### src/design/obb_pkg.sv
// Shared constants, command/status types and operation codes for the
// oriented-box overlap unit. No dependencies; imported by every module.
`timescale 1ns / 1ps
`default_nettype none

package obb_pkg;

  // Fixed-point format of the stored vectors.
  localparam int COORD_WIDTH   = 32;
  localparam int FRACTION_BITS = 16;

  localparam int CW        = COORD_WIDTH;
  localparam int IN_W      = 32;
  localparam int SLOT_W    = 4;
  localparam int NUM_SLOTS = 10;

  // Widths of the working registers.
  localparam int DW         = CW + 1;       // centre difference
  localparam int NW         = 2 * CW + 2;   // test axis (cross products)
  localparam int YW         = CW + 1;       // narrow multiplier operand
  localparam int MUL_CHUNKS = 4;            // CW-bit slices of the wide operand
  localparam int MX_W       = MUL_CHUNKS * CW;
  localparam int MCNT_W     = $clog2(MUL_CHUNKS);
  localparam int ACC_W      = 4 * CW + 12;

  // Slot map of the vector store.
  localparam logic [SLOT_W-1:0] SLOT_CA  = 4'd0;
  localparam logic [SLOT_W-1:0] SLOT_AXA = 4'd1;
  localparam logic [SLOT_W-1:0] SLOT_HA  = 4'd4;
  localparam logic [SLOT_W-1:0] SLOT_CB  = 4'd5;
  localparam logic [SLOT_W-1:0] SLOT_AXB = 4'd6;
  localparam logic [SLOT_W-1:0] SLOT_HB  = 4'd9;

  // Datapath operations.
  localparam logic [3:0] OP_NOP      = 4'd0;
  localparam logic [3:0] OP_WRITE    = 4'd1;
  localparam logic [3:0] OP_ACC_CLR  = 4'd2;
  localparam logic [3:0] OP_ACC_LD   = 4'd3;
  localparam logic [3:0] OP_ACC_SUB  = 4'd4;
  localparam logic [3:0] OP_D_SET    = 4'd5;
  localparam logic [3:0] OP_T_LD     = 4'd6;
  localparam logic [3:0] OP_N_LD_ST  = 4'd7;
  localparam logic [3:0] OP_N_LD_ACC = 4'd8;
  localparam logic [3:0] OP_MUL      = 4'd9;
  localparam logic [3:0] OP_LHS_SET  = 4'd10;
  localparam logic [3:0] OP_RHS_CLR  = 4'd11;
  localparam logic [3:0] OP_RHS_OWN  = 4'd12;
  localparam logic [3:0] OP_CMP      = 4'd13;

  // Wide multiplier operand sources.
  localparam logic [1:0] X_T   = 2'd0;
  localparam logic [1:0] X_N   = 2'd1;
  localparam logic [1:0] X_ACC = 2'd2;
  localparam logic       Y_ST  = 1'b0;
  localparam logic       Y_D   = 1'b1;

  typedef struct packed {
    logic [3:0]        op;
    logic [1:0]        xsel;
    logic              ysel;
    logic              neg;
    logic              mag;
    logic              to_rhs;
    logic [1:0]        idx;
    logic [SLOT_W-1:0] rd_slot;
    logic [1:0]        rd_comp;
  } dp_cmd_t;

  typedef struct packed {
    logic mul_busy;
    logic mul_done;
    logic sep;
  } dp_sts_t;

endpackage

`default_nettype wire

### src/design/obb_ctrl.sv
// Sequencer of the overlap unit: walks the centre difference, the fifteen
// test axes and their radius terms, and holds the result register.
// Depends on obb_pkg; drives obb_dpath through dp_cmd_t.
`timescale 1ns / 1ps
`default_nettype none

module obb_ctrl import obb_pkg::*; (
  input  logic              clk,
  input  logic              rst,
  input  logic              in_valid,
  output logic              in_stall,
  input  logic [SLOT_W-1:0] slot,
  output logic              out_valid,
  input  logic              out_stall,
  output logic              hit,
  output dp_cmd_t           cmd,
  input  dp_sts_t           sts
);

  localparam logic [4:0] S_IDLE   = 5'd0;
  localparam logic [4:0] S_D_LD   = 5'd1;
  localparam logic [4:0] S_D_SUB  = 5'd2;
  localparam logic [4:0] S_D_SET  = 5'd3;
  localparam logic [4:0] S_AX     = 5'd4;
  localparam logic [4:0] S_NF     = 5'd5;
  localparam logic [4:0] S_TA     = 5'd6;
  localparam logic [4:0] S_C_CLR  = 5'd7;
  localparam logic [4:0] S_C_M1   = 5'd8;
  localparam logic [4:0] S_C_M2   = 5'd9;
  localparam logic [4:0] S_C_N    = 5'd10;
  localparam logic [4:0] S_L_CLR  = 5'd11;
  localparam logic [4:0] S_L_M    = 5'd12;
  localparam logic [4:0] S_L_SET  = 5'd13;
  localparam logic [4:0] S_R_INIT = 5'd14;
  localparam logic [4:0] S_T_SEL  = 5'd15;
  localparam logic [4:0] S_T_M    = 5'd16;
  localparam logic [4:0] S_T_H    = 5'd17;
  localparam logic [4:0] S_T_ADV  = 5'd18;
  localparam logic [4:0] S_CMP    = 5'd19;
  localparam logic [4:0] S_NEXT   = 5'd20;
  localparam logic [4:0] S_OUT    = 5'd21;
  localparam logic [4:0] S_MWAIT  = 5'd22;

  localparam logic [1:0] K_FA = 2'd0;
  localparam logic [1:0] K_FB = 2'd1;
  localparam logic [1:0] K_CR = 2'd2;

  logic [4:0] state, state_next;
  logic [4:0] ret, ret_next;
  logic [1:0] k, k_next;
  logic [1:0] kind, kind_next;
  logic [1:0] ai, ai_next;
  logic [1:0] bj, bj_next;
  logic       tbox, tbox_next;
  logic [1:0] tk, tk_next;
  logic       res, res_next;
  logic [1:0] k1, k2;
  logic       term_on;
  logic       out_load;
  logic [SLOT_W-1:0] tbase;
  logic [SLOT_W-1:0] fbase;

  always_comb begin
    k1      = (k == 2'd2) ? 2'd0 : k + 2'd1;
    k2      = (k == 2'd0) ? 2'd2 : k - 2'd1;
    tbase   = tbox ? SLOT_CB : SLOT_CA;
    fbase   = (kind == K_FB) ? SLOT_AXB : SLOT_AXA;
    // A face axis takes the other box's three terms; a cross axis A[i] x B[j]
    // skips the edges A[i] and B[j] that it was built from.
    case (kind)
      K_FA:    term_on = tbox;
      K_FB:    term_on = !tbox;
      default: term_on = tbox ? (tk != bj) : (tk != ai);
    endcase
  end

  always_comb begin
    state_next = state;
    ret_next   = ret;
    k_next     = k;
    kind_next  = kind;
    ai_next    = ai;
    bj_next    = bj;
    tbox_next  = tbox;
    tk_next    = tk;
    res_next   = res;
    cmd        = '0;
    case (state)
      S_IDLE: begin
        if (in_valid) begin
          if (slot <= SLOT_HB) begin
            cmd.op = OP_WRITE;
          end
          if (slot == SLOT_HB) begin
            state_next = S_D_LD;
            k_next     = 2'd0;
          end
        end
      end
      S_D_LD: begin
        cmd.op      = OP_ACC_LD;
        cmd.rd_slot = SLOT_CA;
        cmd.rd_comp = k;
        state_next  = S_D_SUB;
      end
      S_D_SUB: begin
        cmd.op      = OP_ACC_SUB;
        cmd.rd_slot = SLOT_CB;
        cmd.rd_comp = k;
        state_next  = S_D_SET;
      end
      S_D_SET: begin
        cmd.op  = OP_D_SET;
        cmd.idx = k;
        k_next  = k1;
        if (k == 2'd2) begin
          state_next = S_AX;
          kind_next  = K_FA;
          ai_next    = 2'd0;
          bj_next    = 2'd0;
        end else begin
          state_next = S_D_LD;
        end
      end
      S_AX: begin
        k_next     = 2'd0;
        state_next = (kind == K_CR) ? S_TA : S_NF;
      end
      S_NF: begin
        cmd.op      = OP_N_LD_ST;
        cmd.idx     = k;
        cmd.rd_slot = fbase + SLOT_W'(ai);
        cmd.rd_comp = k;
        k_next      = k1;
        if (k == 2'd2) begin
          state_next = S_L_CLR;
        end
      end
      S_TA: begin
        cmd.op      = OP_T_LD;
        cmd.idx     = k;
        cmd.rd_slot = SLOT_AXA + SLOT_W'(ai);
        cmd.rd_comp = k;
        k_next      = k1;
        if (k == 2'd2) begin
          state_next = S_C_CLR;
        end
      end
      S_C_CLR: begin
        cmd.op     = OP_ACC_CLR;
        state_next = S_C_M1;
      end
      S_C_M1: begin
        cmd.op      = OP_MUL;
        cmd.xsel    = X_T;
        cmd.idx     = k1;
        cmd.ysel    = Y_ST;
        cmd.rd_slot = SLOT_AXB + SLOT_W'(bj);
        cmd.rd_comp = k2;
        ret_next    = S_C_M2;
        state_next  = S_MWAIT;
      end
      S_C_M2: begin
        cmd.op      = OP_MUL;
        cmd.xsel    = X_T;
        cmd.idx     = k2;
        cmd.ysel    = Y_ST;
        cmd.neg     = 1'b1;
        cmd.rd_slot = SLOT_AXB + SLOT_W'(bj);
        cmd.rd_comp = k1;
        ret_next    = S_C_N;
        state_next  = S_MWAIT;
      end
      S_C_N: begin
        cmd.op     = OP_N_LD_ACC;
        cmd.idx    = k;
        k_next     = k1;
        state_next = (k == 2'd2) ? S_L_CLR : S_C_CLR;
      end
      S_L_CLR: begin
        cmd.op     = OP_ACC_CLR;
        k_next     = 2'd0;
        state_next = S_L_M;
      end
      S_L_M: begin
        cmd.op     = OP_MUL;
        cmd.xsel   = X_N;
        cmd.ysel   = Y_D;
        cmd.idx    = k;
        k_next     = k1;
        ret_next   = (k == 2'd2) ? S_L_SET : S_L_M;
        state_next = S_MWAIT;
      end
      S_L_SET: begin
        cmd.op     = OP_LHS_SET;
        state_next = S_R_INIT;
      end
      S_R_INIT: begin
        cmd.rd_comp = ai;
        case (kind)
          K_FA: begin
            cmd.op      = OP_RHS_OWN;
            cmd.rd_slot = SLOT_HA;
          end
          K_FB: begin
            cmd.op      = OP_RHS_OWN;
            cmd.rd_slot = SLOT_HB;
          end
          default: cmd.op = OP_RHS_CLR;
        endcase
        tbox_next  = 1'b0;
        tk_next    = 2'd0;
        state_next = S_T_SEL;
      end
      S_T_SEL: begin
        if (term_on) begin
          cmd.op     = OP_ACC_CLR;
          k_next     = 2'd0;
          state_next = S_T_M;
        end else begin
          state_next = S_T_ADV;
        end
      end
      S_T_M: begin
        cmd.op      = OP_MUL;
        cmd.xsel    = X_N;
        cmd.idx     = k;
        cmd.ysel    = Y_ST;
        cmd.rd_slot = tbase + SLOT_W'(1) + SLOT_W'(tk);
        cmd.rd_comp = k;
        k_next      = k1;
        ret_next    = (k == 2'd2) ? S_T_H : S_T_M;
        state_next  = S_MWAIT;
      end
      S_T_H: begin
        cmd.op      = OP_MUL;
        cmd.xsel    = X_ACC;
        cmd.ysel    = Y_ST;
        cmd.mag     = 1'b1;
        cmd.to_rhs  = 1'b1;
        cmd.rd_slot = tbase + SLOT_W'(4);
        cmd.rd_comp = tk;
        ret_next    = S_T_ADV;
        state_next  = S_MWAIT;
      end
      S_T_ADV: begin
        if (tk == 2'd2) begin
          if (tbox) begin
            state_next = S_CMP;
          end else begin
            tbox_next  = 1'b1;
            tk_next    = 2'd0;
            state_next = S_T_SEL;
          end
        end else begin
          tk_next    = tk + 2'd1;
          state_next = S_T_SEL;
        end
      end
      S_CMP: begin
        cmd.op     = OP_CMP;
        state_next = S_NEXT;
      end
      S_NEXT: begin
        state_next = S_AX;
        if (sts.sep) begin
          res_next   = 1'b0;
          state_next = S_OUT;
        end else begin
          case (kind)
            K_FA: begin
              if (ai == 2'd2) begin
                kind_next = K_FB;
                ai_next   = 2'd0;
              end else begin
                ai_next = ai + 2'd1;
              end
            end
            K_FB: begin
              if (ai == 2'd2) begin
                kind_next = K_CR;
                ai_next   = 2'd0;
                bj_next   = 2'd0;
              end else begin
                ai_next = ai + 2'd1;
              end
            end
            default: begin
              if (bj == 2'd2) begin
                bj_next = 2'd0;
                if (ai == 2'd2) begin
                  res_next   = 1'b1;
                  state_next = S_OUT;
                end else begin
                  ai_next = ai + 2'd1;
                end
              end else begin
                bj_next = bj + 2'd1;
              end
            end
          endcase
        end
      end
      S_OUT: begin
        if (!out_valid || !out_stall) begin
          state_next = S_IDLE;
        end
      end
      S_MWAIT: begin
        if (sts.mul_done) begin
          state_next = ret;
        end
      end
      default: state_next = S_IDLE;
    endcase
  end

  assign in_stall = (state != S_IDLE);
  assign out_load = (state == S_OUT) && (!out_valid || !out_stall);

  always_ff @(posedge clk) begin
    if (rst) begin
      state     <= S_IDLE;
      ret       <= S_IDLE;
      k         <= 2'd0;
      kind      <= K_FA;
      ai        <= 2'd0;
      bj        <= 2'd0;
      tbox      <= 1'b0;
      tk        <= 2'd0;
      res       <= 1'b0;
      out_valid <= 1'b0;
    end else begin
      state <= state_next;
      ret   <= ret_next;
      k     <= k_next;
      kind  <= kind_next;
      ai    <= ai_next;
      bj    <= bj_next;
      tbox  <= tbox_next;
      tk    <= tk_next;
      res   <= res_next;
      if (out_load) begin
        out_valid <= 1'b1;
      end else if (!out_stall) begin
        out_valid <= 1'b0;
      end
    end
  end

  always_ff @(posedge clk) begin
    if (out_load) begin
      hit <= res;
    end
  end

  a_wait_busy: assert property (@(posedge clk) disable iff (rst)
    (state == S_MWAIT) |-> sts.mul_busy)
    else $error("waiting on an idle multiplier");

  a_no_overlap_mul: assert property (@(posedge clk) disable iff (rst)
    (cmd.op == OP_MUL) |-> !sts.mul_busy)
    else $error("multiply started while the previous one runs");

  a_result_source: assert property (@(posedge clk) disable iff (rst)
    $rose(out_valid) |-> $past(state == S_OUT))
    else $error("result raised outside the result state");

endmodule

`default_nettype wire

### config.mk
export PLATFORM = sky130hd
export DESIGN_NAME = obb_ctrl
export DESIGN_NICKNAME = d
export VERILOG_FILES = /design/src/design/obb_pkg.sv /design/src/design/obb_ctrl.sv
export SDC_FILE = /design/constraint.sdc
export NUM_CORES = 1
export LEC_CHECK = 0
export ABC_AREA = 1
export BUFFER_PORTS_ARGS = -buffer_cell sky130_fd_sc_hd__buf_4
export CAP_MARGIN = 25
export CELL_PAD_IN_SITES_DETAIL_PLACEMENT = 2
export CELL_PAD_IN_SITES_GLOBAL_PLACEMENT = 2
export CORE_UTILIZATION = 30
export CTS_CLUSTER_DIAMETER = 100
export DETAILED_ROUTE_END_ITERATION = 8
export GPL_ROUTABILITY_DRIVEN = 0
export PLACE_DENSITY = 0.76
export SLEW_MARGIN = 0
export SYNTH_ARGS = -nofsm -noshare
export SYNTH_HDL_FRONTEND = slang
export SYNTH_SLANG_ARGS = --single-unit
### constraint.sdc
create_clock -name clk -period 2.5 [get_ports clk]
set_input_delay 0.5 -clock clk [delete_from_list [all_inputs] [get_ports clk]]
set_output_delay 0.5 -clock clk [all_outputs]
set_load 0.005 [all_outputs]
==> results_dict.tcl <==
set metrics [dict create \
    synth_area_leaders "dfxtp_1 21%, nand2_1 18%, nor2_1 7.5%" \
    cts_made_buffers 3 \
    ys_seq_area_share_pct 22.4 \
    layout_min_cycle_time_ns 2.54 \
    drc 0 \
    worstPathArrival_ns 2.04 \
    clkSinkCount 24 \
    path_clk_slew_ns 0.10 \
    yosys_warnings 0 \
    maxSlewHeadroom_pct 67.2 \
    min-delay-path-class "register to register" \
    die_h_um 87.5 \
    ys.flop_type "dfxtp_1" \
    p_seq_share_pct 40.5 \
    drt_first_pass_iters 4 \
    p_per_area_nw_per_um2 379 \
    die_area_um2 7650 \
    async_reset_ff_share_pct 0 \
    cts_buffer_depth 2 \
    grt_overflow 0 \
    synth_cell_type_count 37 \
    yosysTopAreaCellShare_pct 21.0 \
    end_kind "primary output" \
    multi_input_area_um2 1550 \
    nets 437 \
    final.setup.tns_ns -0.0362 \
    peakVddDrop_mv 0.189 \
    finalCritPeriodShare_pct 101 \
    initial_utilization_pct 31.7 \
    portBuffers 30 \
    area_delta_synth_final_pct 26.9 \
    dp_slack_ns 0.0662 \
    hold_path_startpoint "res" \
    tightest_slew_ns 0.489 \
    synth_area_um2 2190 \
    cp_max_fo 3 \
    clk-insertion-delay-late_ns 0.28 \
    power.share.clock_pct 25.0 \
    ys_ff_latch 24 \
    grt_max_degree 18 \
    h-tree-depth 1 \
    p_leak_nw 1.31 \
    grt_pass1_wl_um 14900 \
    cts_hold_buf 0 \
    violations "setup timing" \
    drt_iter0_drc 85 \
    switching_share_pct 38.5 \
    finClkSkew_ns 0.0104 \
    synth_top_area_cell "dfxtp_1" \
    clockRootBuffer "clkbuf_8" \
    seq_area_um2 502 \
    std_cell_rows 30 \
    antennaDiodeCount 0 \
    final-max-slew-violation-count 0 \
    vias 2684 \
    start_kind "register" \
    wl_per_cell_um 18.4 \
    netlist_instances 364 \
    ioPinCount 32 \
    crit_start "kind[0]" \
    core_area_um2 6910 \
    r2r_start "state[2]" \
    power_frac_comb_pct 34.4 \
    layout_setup_ws_ns -0.0362 \
    hold_viol 0 \
    p_sw_uw 405 \
    fmax_mhz 394 \
    grt_usage_pct 25.8 \
    fillers 894 \
    rsz0062_at_grt "yes" \
    grt_pass1_vias 2843 \
    place.detailed.hpwl_um 7450 \
    syn_avg_cell_area_um2 6.02 \
    synth_nets 388 \
    crit_required_ns 2.00 \
    ant_nets 0 \
    cts_tree "built" \
    setup_viol 1 \
    drv_cap 0 \
    viasPerCell 5.28 \
    status "finished, violations left" \
    die_w_um 87.5 \
    antenna_found_initial 0 \
    drive_above_1_share_pct 26.7 \
    crit_type "register to primary output" \
    synth_edf_count 1 \
    routed_wl_um 9370 \
    internal-power_uw 648 \
]
-- synthesized netlist by cell type, drive strengths merged (5+ instances only) --
cell type / n
a21oi: 26
dfxtp: 23
nand3: 32
o211ai: 5
ha: 12
nand2: 109
nand4: 7
nor3: 5
buf: 5
inv: 47
nor2: 55
o21ai: 15
-- registers in the layout, indices dropped and copies added (netlist names) --
name and cells:
k 2, ai 2, kind 2, bj 2, res 1, state 5
tbox 1, out_valid 1, ret 5, tk 2, hit 1
-- critical path, stage by stage (launching register included) --
cell	delay, ns
dfxtp_2	0.35
inv_2	0.08
nor2_4	0.05
inv_4	0.07
ha_4	0.14
inv_2	0.04
fa_2	0.35
xor2_1	0.18
o21ai_1	0.11
a21oi_2	0.12
o2111ai_1	0.12
buf_4	0.15
-- through the flow --
stage | cell area (µm²) | power [mW] | cells | hold slack, ns | util [%]
finish | 2780 | 1.05 | 508 | 0.465 | 40.3
global route | 2780 | 1.12 | 508 | 0.487 | 40.3
detailed placement | 2610 | 0.787 | 498 | 0.441 | 37.7
CTS | 2690 | 1.04 | 506 | 0.466 | 39.0
global placement | 2610 | 0.779 | 498 | 0.427 | 37.7
floorplan | 2190 | 0.633 | 364 | 0.409 | -
-- cell type report --
type,instances,share of cell area (%)
clock buffer,4,1.62
inverter,48,6.62
multi-input combinational,286,55.8
sequential,24,18.0
tap,96,4.32
timing repair buffer,50,13.6
-- routing by layer --
layer  wire length [µm]  up-vias  GRT usage, %  share of wire (%)
met5                  0        -             0                  0
met4                264        0          6.71                2.8
met3                188       19          1.80                2.0
met2               4570       44          45.6                 49
met1               4350     1337          33.8                 46
li1                   -     1284             -                  -
-- layout by cell type (no fill, tap or decap), drive strengths merged --
cell type,netlist,routed
nand2,109,109
nor2,55,55
buf,5,50
inv,47,47
nand3,32,32
a21oi,26,26
dfxtp,23,23
o21ai,15,15
ha,12,12
nand4,7,7
o211ai,5,5
nor3,5,5
o2111ai,4,4
a31oi,4,4
clkbuf,1,4
or2,3,3
o22ai,2,2
a211oi,2,2
xnor2,1,1
xor2,1,1
a311oi,1,1
clkinv,1,1
a21o,1,1
fa,1,1
edfxtp,1,1
-- final timing paths --
check,end,slack [ns],depth (start not counted)
worst max-delay path,cmd[4],-0.04,11
worst min-delay path,hit,0.47,0
worst max register to register,ai[1],0.63,10
worst min register to register,hit,0.47,0
-- power by group through the flow --
stage	combinational (mW)	clock [mW]	sequential (mW)
global route	0.400	0.286	0.431
floorplan	0.208	0	0.425
global placement	0.347	0	0.432
detailed placement	0.354	0	0.433
finish	0.363	0.263	0.427
CTS	0.356	0.265	0.424
-- logic make-up after synthesis --
logic type / after synthesis / synth area share (%)
AO/OA/AOI/OAI: 60 / 16.4
AND/OR/NAND/NOR: 211 / 42.7
adder cells (fa/ha/maj): 13 / 7.77
flip-flops: 24 / 22.4
buffers and inverters: 54 / 9.94
XOR/XNOR: 2 / 0.800
-- repair_timing --
action | CTS | global route
gates resized for setup | 8 | 25
buffers inserted | 4 | 2
gates cloned | 0 | 0
pin swaps | 1 | 6
endpoints found under the setup margin | 8 | 11
Note: power is estimated with default switching activity, not from simulation.
